### config.mk
export PLATFORM = sky130hd
export DESIGN_NAME = tbp_ram
export DESIGN_NICKNAME = d
export VERILOG_FILES = /design/src/rtl/tbp_ram.sv
export SDC_FILE = /design/constraint.sdc
export NUM_CORES = 2
export LEC_CHECK = 0
export BUFFER_PORTS_ARGS = -buffer_cell sky130_fd_sc_hd__buf_2
export CAP_MARGIN = 20
export CORE_MARGIN = 5
export CORE_UTILIZATION = 50
export CTS_CLUSTER_DIAMETER = 150
export DETAILED_ROUTE_END_ITERATION = 8
export GPL_TIMING_DRIVEN = 1
export PLACE_DENSITY_LB_ADDON = 0.08
export RECOVER_POWER = 100
export SLEW_MARGIN = 30
export SYNTH_ARGS = -nofsm -noshare
export SYNTH_HDL_FRONTEND = slang
export SYNTH_SLANG_ARGS = --single-unit
### constraint.sdc
create_clock -name clk -period 8.5 [get_ports clk]
set_input_delay 0.85 -clock clk [delete_from_list [all_inputs] [get_ports clk]]
set_output_delay 0.85 -clock clk [all_outputs]
set_load 0.03 [all_outputs]
### src/rtl/tbp_ram.sv
module tbp_ram #(
    parameter int WIDTH = 2,
    parameter int DEPTH = 2048
) (
    input  logic                     clk,
    input  logic                     we,
    input  logic [$clog2(DEPTH)-1:0] waddr,
    input  logic [WIDTH-1:0]         wdata,
    input  logic                     re,
    input  logic [$clog2(DEPTH)-1:0] raddr,
    output logic [WIDTH-1:0]         rdata
);

    logic [WIDTH-1:0] mem_reg [DEPTH];
    logic [WIDTH-1:0] rdata_reg;

    always_ff @(posedge clk)
    begin
        if (we)
        begin
            mem_reg[waddr] <= wdata;
        end
    end

    always_ff @(posedge clk)
    begin
        if (re)
        begin
            rdata_reg <= mem_reg[raddr];
        end
    end

    assign rdata = rdata_reg;

endmodule

* Yosys cells after proc, flatten, opt, wreduce, memory -nomap -nowiden
Memory sizes are Yosys's and may differ from the RTL's. A register that Yosys moved wholly into a read port is not among the register bits. Cells that the tools add are included. W data, S select, Z words.
Word-level totals: register bits after elaboration 0, RAM bits 4096, bits of input ports 27, logic and storage cells 3, memories 1
Memories:
- mem_reg | words 2048, bits a word 2, read ports 1, clocked after memory_dff 1, write ports 1, RTL line 14 | logic [WIDTH-1:0] mem_reg [DEPTH];
Operators by class: multiplexer cells 2
Operators by type and width (count):
- $mux W1 | 2

* Longest topological paths before layout
depth in word-level cells 2, depth in mapped cells 16, gate-level depth less buffers 9

* Worst setup path after synthesis
OpenSTA, ideal clock, no wires.
path kind input to register, start point input raddr[1], end point register rdata_reg[0], in the netlist rdata[0], read port of mem_reg (data pin), setup time 0.265 ns, data arrival time 3.065 ns, data required time 8.235 ns, path slack 5.169 ns, stages on the path 11, path buffers 4, cells stage by stage buf_6 buf_4 buf_2 clkbuf_1 mux4_2 mux4_2 mux2i_1 a21oi_1 nand4_1 o41ai_1 or3_1
RTL lines:
- start: declaration | RTL line 10 | input logic [$clog2(DEPTH)-1:0] raddr,
- end: declaration | RTL line 15 | logic [WIDTH-1:0] rdata_reg;

* Final worst setup path
start point input waddr[1], end point memory mem_reg[992][1] (enable)
RTL lines:
- start: declaration | RTL line 7 | input logic [$clog2(DEPTH)-1:0] waddr,
- end: declaration | RTL line 14
No word-level cell before the write port.

==> impl_metrics.ini <==
[outcome]
status = complete, but fails checks
failed_checks = max-capacitance violations, max-slew violations

[floorplan]
design.die.area_um2 = 349000
fp-row-count = 213
die-width_um = 591
initial_core_util = 0.502
io_pins = 29
fp.dieH_um = 591
core-area_um2 = 337000

[clock_network]
clockBufferDepth = 4
clkTransAtPathRegs_ns = 0.06
clk_latency_ns = 0.97
cts_setup_buffers = 0
ctsHoldBuffers = 0
cts-buffers-inserted = 430
root_buffer = clkbuf_16
post_cts_resized = 0
cts_tree = built
numClockSinks = 4098
htreeDepth = 5

[global_routing]
antenna_found_initial = 52
grt_pass1_wl_um = 731000
grt_busiest_layer = met2
grt_max_degree = 245
grtUsageMet3 = 0.0593
first_global_vias = 96800
grt_use_total = 0.295
met1_usage = 0.425
gr-usage-met2 = 0.458
overflow = 0

[placed_design]
hpwl_um = 303000
routabilityCongestion = 0.867
place_worst_setup_slack_ns = 2.67
io_buffer_count = 28

[yosys]
synth_top_family_by_area = multiplexers
synth.area.top_cells = edfxtp_1, mux4_2, nor2_1
synth_xor_area_frac = 0
syn_inst = 10200
syn_avg_cell_area_um2 = 16.6
yosysWarnings = 0
synth-seq-cells = 4098
synth_enable_flop_cells = 4098
synth.most_common_cell = edfxtp_1
synth_common_cells = edfxtp_1, nor2_1, mux2i_1
async_flop_share = 0
synth_mux_area_frac = 0.135
synth_ff_type = edfxtp_1
ys_seq_area_frac = 0.729
synth-simple-area-share = 0.0687
syn_nets = 10200
yosysTopAreaCell = edfxtp_1
synth_compound_area_frac = 0.0378
synthAdderAreaFrac = 0
syn-cell-area_um2 = 169000
yosysUniqueCellTypes = 80
yosysTopAreaCellShare = 0.729

[finish]
nets = 10100
largest_reg_flops = 4096
area_delta_synth_final_pct = 10.3
fillers = 26500
fin_util = 0.553
drive_gt1_frac = 0.150

[detailed_routing]
ant_nets = 0
drc_errors = 0
firstDrtPassIters = 5
via_per_inst = 6.45
dr.first_iter.drc_count = 13200
routed_wl_um = 523000
wl_per_cell_um = 34.9
route.vias.total = 96700

[power]
power_switching_mw = 9.32
p_clk_frac = 0.433
power_frac_seq = 0.519
leakage_nw = 57.3
swShare = 0.217
power_density_nw_per_um2 = 230
vdd_drop_max_mv = 0.172
power_frac_comb = 0.048
total_power_mw = 42.9
p_int_mw = 33.6

[sta]
setup_tns_ns = 0
hold_viol = 0
setup_slack_ns = 1.64
tightestPinTransition_ns = 5.59
layout_min_cycle_time_ns = 6.86
min_period_over_period = 0.807
fmax_mhz = 146
relSlewSlack = -2.73
final.setup_skew_ns = 0.0269
setup_viol = 0
rsz0062_at_grt = false
maxSlewViolCount = 4439

[setup_path]
path_buf_inv = 4
cp-end-kind = flop
start_kind = primary input
crit_type = primary input to flop
cp_top_family = buffers and inverters
crit_top_cell = clkbuf_1
critPathRequiredTime_ns = 9.05
cp_max_fo = 27
crit_path_top_delay_cell = clkbuf_1
worstPathCellList = clkbuf_1 -> nor2_1 -> clkbuf_1 -> nand3_1 -> buf_4 -> clkbuf_1 -> nor2_1
arrival_ns = 7.41
max_stage_delay_ns = 2.44

[job]
maxCapViolCount = 109

[worst_hold_path]
hold_class = primary input to flop
## stage by stage
stage	std cells	hold slack, ns	area (um2)
finish	15000	0.403	186000
global placement	14200	1.30	173000
detailed placement	14200	1.30	173000
CTS	15000	0.246	187000
global route	15000	0.426	186000
floorplan	10200	0.949	169000
## cells by family after synthesis
family | count (synthesis)
and+or+nand+nor | 2850
AOI/OAI and AO/OA | 910
DFF | 4098
buffers and inverters | 857
muxes | 1459
## worst paths after layout
check	end	slack, ns	depth (start not counted)	startpoint
max	mem_reg[992][1]	1.64	7	waddr[1]
max reg2reg	rdata[0]	4.79	9	mem_reg[275][0]
min reg2reg	rdata[1]	1.45	7	mem_reg[1640][1]
min	mem_reg[897][0]	0.40	1	wdata[0]
## worst reg2reg max path: cells and delay by family (launching register included)
kind | cells | cell delay, ns
AO/OA/AOI/OAI | 4 | 1.76
flip-flops | 1 | 0.33
multiplexers | 1 | 0.09
AND/OR/NAND/NOR | 4 | 1.43
## power by group through the flow
stage	clock network (mW)	logic (mW)	registers, mW
3_3_place_gp	0	2.02	22.7
4_1_cts	18.8	2.05	22.2
6_report	18.6	2.04	22.3
5_1_grt	19.7	2.12	22.3
2_1_floorplan	0	1.11	22.7
3_5_place_dp	0	2.04	22.7
## cells in the final DEF (no fill, tap or decap), types with 10 or more instances in the layout
cell | synthesis | routed
mux2i_1 | 798 | 797
nor2_1 | 2181 | 2177
clkinvlp_4 | 0 | 27
o22ai_1 | 178 | 178
o31ai_1 | 15 | 14
o32ai_1 | 10 | 10
diode_2 | 0 | 25
clkinv_1 | 2 | 104
o221ai_1 | 251 | 251
a31oi_1 | 19 | 18
clkbuf_16 | 0 | 439
buf_12 | 15 | 29
clkbuf_2 | 0 | 12
a21oi_1 | 149 | 147
nand3_1 | 81 | 75
nor3_1 | 163 | 154
and2_1 | 19 | 19
nor4_1 | 61 | 60
mux4_1 | 26 | 26
or3_1 | 11 | 11
nand2_2 | 2 | 15
a211oi_1 | 63 | 61
buf_4 | 27 | 178
or4_1 | 11 | 11
nand4_1 | 26 | 26
a2111oi_0 | 25 | 21
clkbuf_1 | 446 | 167
mux4_2 | 612 | 612
bufinv_16 | 0 | 43
buf_2 | 88 | 13
nand2_1 | 228 | 215
inv_6 | 0 | 13
edfxtp_1 | 4098 | 4098
and3_1 | 11 | 11
mux2_2 | 22 | 22
clkinv_2 | 0 | 75
o21ai_0 | 123 | 119
## per-layer routing
metal | vias to the layer above | routed length (um)
li1 | 39700 | -
met1 | 51100 | 208000
met2 | 5103 | 243000
met3 | 873 | 54200
met4 | 16 | 18200
met5 | - | 224
## final cells by class
cell class | instances | area [um2] | share of cell area
clock inverter | 277 | 2590 | 0.0139
clock buffer | 514 | 11300 | 0.0605
tap | 4515 | 5650 | 0.0303
timing repair buffer | 335 | 2590 | 0.0139
antenna | 25 | 62.6 | 0.000336
inverter | 4 | 27.5 | 0.000148
multi-input combinational | 5219 | 41000 | 0.220
sequential | 4098 | 123000 | 0.661
Note: power is estimated with default switching activity, not from simulation.
