==> config.mk <==
export PLATFORM = sky130hd
export DESIGN_NAME = tbp_apb
export DESIGN_NICKNAME = d
export VERILOG_FILES = /design/src/rtl/tbp_pkg.sv /design/src/rtl/tbp_apb.sv
export SDC_FILE = /design/constraint.sdc
export NUM_CORES = 1
export LEC_CHECK = 0
export BUFFER_PORTS_ARGS = -buffer_cell sky130_fd_sc_hd__buf_2
export CORE_UTILIZATION = 24
export CTS_BUF_LIST = sky130_fd_sc_hd__clkbuf_4 sky130_fd_sc_hd__clkbuf_8
export DETAILED_ROUTE_END_ITERATION = 7
export PLACE_DENSITY = 0.78
export SLEW_MARGIN = 20
export SYNTH_ARGS = -nofsm -noshare
export SYNTH_HDL_FRONTEND = slang
export SYNTH_SLANG_ARGS = --single-unit
==> constraint.sdc <==
create_clock -name clk -period 0.8 [get_ports clk]
set_input_delay 0.16 -clock clk [delete_from_list [all_inputs] [get_ports clk]]
set_output_delay 0.16 -clock clk [all_outputs]
set_load 0.05 [all_outputs]
==> src/rtl/tbp_pkg.sv <==
package tbp_pkg;

    localparam int TABLE_ENTRIES = 2048;
    localparam int HISTORY_MAX   = 11;
    localparam int IDX_W         = $clog2(TABLE_ENTRIES);
    localparam int HBITS_W       = 4;
    localparam int CTR_W         = 2;
    localparam int PC_W          = 32;
    localparam int CNT_W         = 32;
    localparam int PADDR_W       = 3;
    localparam int PDATA_W       = 32;

    typedef logic [CTR_W-1:0]       ctr_t;
    typedef logic [IDX_W-1:0]       idx_t;
    typedef logic [HISTORY_MAX-1:0] hist_t;
    typedef logic [HBITS_W-1:0]     hbits_t;

    localparam ctr_t CTR_MAX      = ctr_t'(3);
    localparam ctr_t CTR_MIN      = ctr_t'(0);
    localparam ctr_t CTR_TAKEN    = ctr_t'(2);
    localparam ctr_t CTR_PHT_INIT = ctr_t'(1);
    localparam ctr_t CTR_SEL_INIT = ctr_t'(2);

    localparam hbits_t HIST_BITS_RESET = hbits_t'(11);

    localparam logic [PADDR_W-3:0] REG_HISTORY_BITS = '0;

    typedef struct packed {
        logic [PC_W-1:0] branch_pc;
        logic            outcome_taken;
    } in_t;

    typedef struct packed {
        logic             chosen_prediction;
        logic             gshare_guess;
        logic             bimodal_guess;
        logic             choice_correct;
        logic [CNT_W-1:0] correct_total;
    } out_t;

    function automatic ctr_t ctr_train(ctr_t c, logic up);
        ctr_t r;
        r = c;
        if (up)
        begin
            if (c != CTR_MAX)
            begin
                r = ctr_t'(c + ctr_t'(1));
            end
        end
        else
        begin
            if (c != CTR_MIN)
            begin
                r = ctr_t'(c - ctr_t'(1));
            end
        end
        return r;
    endfunction

    // clamp the length to 1..HISTORY_MAX and build the mask
    function automatic hist_t hist_mask(hbits_t n);
        int    n_eff;
        hist_t m;
        n_eff = int'(n);
        if (n_eff < 1)
        begin
            n_eff = 1;
        end
        if (n_eff > HISTORY_MAX)
        begin
            n_eff = HISTORY_MAX;
        end
        for (int i = 0; i < HISTORY_MAX; i++)
        begin
            m[i] = (i < n_eff);
        end
        return m;
    endfunction

endpackage

==> src/rtl/tbp_apb.sv <==
module tbp_apb (
    input  logic                         clk,
    input  logic                         rst_n,
    input  logic                         psel,
    input  logic                         penable,
    input  logic                         pwrite,
    input  logic [tbp_pkg::PADDR_W-1:0]  paddr,
    input  logic [tbp_pkg::PDATA_W-1:0]  pwdata,
    output logic [tbp_pkg::PDATA_W-1:0]  prdata,
    output logic                         pready,
    output tbp_pkg::hbits_t              history_bits
);

    import tbp_pkg::*;

    hbits_t hist_bits_reg;
    logic   reg_sel;

    assign reg_sel = (paddr[PADDR_W-1:2] == REG_HISTORY_BITS);
    assign pready  = 1'b1;

    always_ff @(posedge clk or negedge rst_n)
    begin
        if (!rst_n)
        begin
            hist_bits_reg <= HIST_BITS_RESET;
        end
        else if (psel && penable && pwrite && pready && reg_sel)
        begin
            hist_bits_reg <= pwdata[HBITS_W-1:0];
        end
    end

    always_comb
    begin
        prdata = '0;
        if (reg_sel)
        begin
            prdata = PDATA_W'(hist_bits_reg);
        end
    end

    assign history_bits = hist_bits_reg;

endmodule
=== Yosys cells after proc, flatten, opt, wreduce, memory -nomap -nowiden ===
Index checks and enable logic that the tools add are counted.

* $add $sub $neg: 0
* Order comparisons: 0
* Eq/ne operators: 0
* Divide/modulo/power cells: 0
* Shift operators: 0
* Bitwise operators: 1
* Muxes and demuxes: 1
* Reductions and logical operators: 3
* Multiply operators: 0

{| class="wikitable"
|+ Operators by type and width
! kind !! number
|-
| 4-bit 2-to-1 mux || 1
|-
| 1-bit logical AND || 3
|-
| 1-bit inverter || 1
|}

* Input port bits: 40
* Bits in read-only memories: 0
* Flip-flop bits (word level): 4
* Latch bits: 0
* Output and inout port bits: 37
* Word-level logic and storage cells: 6
* Memories kept: 0
* Memory bits (writable): 0

=== Longest topological paths before layout ===
* Depth in word-level cells: 3
* Mapped depth: 2
* Mapped depth without buffers: 2

=== Worst setup path after synthesis ===
Ideal clock, no wire load.

* Path type: reg2out
* Start point: reg hist_bits_reg[0], in the netlist history_bits[0]
* End point: out prdata[0] (netlist bit)
* Arrival time: 1,022 ps
* Path slack: -382 ps
* Data required time: 640 ps
* Buffers on the path: 0
* Stages on the path, launching flop included: 2
* Cell sequence: dfstp_2 > and2b_2

* Word-level cells in the longest chain between the ends: 1

{| class="wikitable"
|+ Ends and longest elaborated chain
! item !! line !! RTL
|-
| start: declaration || tbp_apb.sv:16 || <nowiki>hbits_t hist_bits_reg;</nowiki>
|-
| start signal: assignment || tbp_apb.sv:30 || <nowiki>hist_bits_reg <= pwdata[HBITS_W-1:0];</nowiki>
|-
| 4-bit 2-to-1 mux || tbp_apb.sv:37 || <nowiki>if (reg_sel)</nowiki>
|-
| end: declaration || tbp_apb.sv:9 || <nowiki>output logic [tbp_pkg::PDATA_W-1:0] prdata,</nowiki>
|}

No other way between the ends.

=== Worst setup path in the final report ===
Same ends and word-level chain as after synthesis.

==> metrics.txt <==
failing checks setup timing; DR DRC count 0; Initial DRC Count 0; Slew Limit Fails 0; Seq/Total Area, Yosys 24.0%; Setup TNS Final -3.07 ns; initial antenna violation count 0; #FFs+latches synth 4; layout filler cell count 155; Final ANT Viol Nets 0; RSZ-0062 raised after global routing yes; area of the mapped netlist 433 µm²; die width 44.5 µm; worst min-delay path class input pin to flop; CP Class flop to primary output; XOR/XNOR Fraction of Synth Area 0%; pwr dens 2790 mW/mm²; status finished, violations left; Yosys top cell by area buf_4; CTS Buffer Depth 2; GR Overflow Total 0; TritonCTS buffer count 3; layout cells sized above 1 55.2%; clock slew at reported path FFs 0.05 ns; design area 588 µm²; Fin. Hold Viols 0; Port Buf Inserts 17; Final nets 108; main combinational cell family by area after synthesis buffers and inverters; via count 282; root buffer cell clkbuf_4; post-DP HPWL 512 µm; vias in the first global route 231; Reg2Reg Setup Slack -0.05 ns; Post-Synth Adder-Cell Area 0%; crit path capture type primary output; Setup WS post-layout -0.439 ns; Top FF cell, synth dfstp_2; Largest register FFs 4; syn avg cell area 9.84 µm²; compound-gate portion of the synthesized area 0%; Die Y-Extent 44.5 µm; Max Cap Violations 0; post-synthesis simple-gate area fraction 13.6%; reg-to-reg startpoint history_bits[1]$_DFFE_PN1P_; die area 0.00198 mm²; ranking of synthesized cells by area buf_4 50%, dfstp_2 18%, mux2_2 10%; Yosys top cell area share 50.3%; total iterations of the first detailed-routing run 1; Critical Path AT 1.08 ns; fin crit share 155%; TritonCTS clock tree done; synth warn 0; global-route wire length before repair 1060 µm; HP Start pwdata[2]; Clock Sinks 4; area of placed instances 442 µm²; Starting Density 27.2%; Clock Skews 0 ns; Critical Path RT 0.64 ns; number of setup violations in the final report 10; worst reg2reg path depth 2; Cell Rows 14; Area Overhead vs Synth 35.8%; FMAX 807 MHz; Leak Pwr 0.329 nW; n_diodes 0; dominant cell by count in the synthesized netlist buf_4; H-tree depth 1; Post-synth EDFFs 0; Via density 3.10; ys async rst share 100%; Final Wtd Congestion 0.736; Commonest cells post-synth 29 x buf_4, 4 x and2b_2, 4 x mux2_2; I/O pin count 77; Startpoint Class flop; crit path max fanout 3; Period minus WS final 1.24 ns; Core Area 0.00159 mm²; post-synthesis mux area share 10.4%; FF-to-FF End history_bits[1]$_DFFE_PN1P_; routed wire length 759 µm; hold path endpoint history_bits[2]$_DFFE_PN0P_; Synth Instances 44; worst vdd ir 0.00131 V; Hold Crit Depth 2; GRT Resource Usage Total 8.72%; worst-skew pair later-pin latency 0.24 ns; routed len/inst 8.34 µm; maximum number of pins on one net before global-route repair 6; library cells used by synthesis 7
==> cell families after synthesis <==
group	count (synthesis)
multiplexers	4
flip-flops	4
other	2
buffers and inverters	29
AND/OR/NAND/NOR	5
==> per-layer routing <==
layer	routed length, µm	track usage [%]
met5	0	0
met2	377	13.2
met3	95	3.67
met4	35	12.7
met1	251	7.13
==> worst max-delay path, stage by stage, from the launching register on <==
cell and delay, ns:
dfstp_2 0.54, and2b_4 0.16, buf_8 0.14
==> per-stage QoR <==
stage	instances	setup WS (ns)	total power [mW]	hold slack [ns]	util (%)
final	91	-0.439	1.64	0.143	36.9
after global placement	83	-0.262	1.06	-0.0334	27.7
after global routing	91	-0.463	1.70	0.151	36.9
after CTS	90	-0.434	1.59	0.143	35.7
after floorplan	71	-0.336	1.08	-0.136	-
after detailed placement	83	-0.269	1.07	-0.0291	27.7
==> power breakdown <==
part	internal (mW)	leakage, nW	switching, mW
Combinational	0.339	0.268	0.663
Sequential	0.276	0.0424	0.0396
Clock	0.222	0.0184	0.103
==> worst max path at each step <==
stage                                     start        end  cells after the start  slack (ns)
finish              history_bits[0]$_DFFE_PN1P_  prdata[0]                      2       -0.44
global route        history_bits[1]$_DFFE_PN1P_  prdata[1]                      2       -0.46
CTS                 history_bits[1]$_DFFE_PN1P_  prdata[1]                      2       -0.43
detailed placement  history_bits[1]$_DFFE_PN1P_  prdata[1]                      2       -0.27
global placement    history_bits[1]$_DFFE_PN1P_  prdata[1]                      2       -0.26
floorplan           history_bits[0]$_DFFE_PN1P_  prdata[0]                      1       -0.34
==> cell type report <==
class / count / area, µm² / share of cell area (%)
clock buffer: 4 / 30.0 / 5.11
sequential: 4 / 105 / 17.9
multi-input combinational: 38 / 225 / 38.3
timing repair buffer: 21 / 198 / 33.6
tap: 24 / 30.0 / 5.11
==> layout by cell type (no fill, tap or decap) <==
cell and n:
dfrtp_2 1, conb_1 29, mux2_2 2, buf_6 4, dlygate4sd3_1 1, buf_2 9
clkbuf_4 4, buf_8 6, and2b_4 4, mux2_4 2, buf_4 1, dfstp_2 3
nand4b_4 1
==> what timing repair did <==
action | in CTS | in global routing
setup endpoints to repair | 8 | 11
resized for setup | 22 | 3
gates cloned | 0 | 0
buffers inserted | 2 | 1
hold buffers | 1 | 0
hold endpoints to repair | 4 | 0
Note: power is estimated with default switching activity, not from simulation.
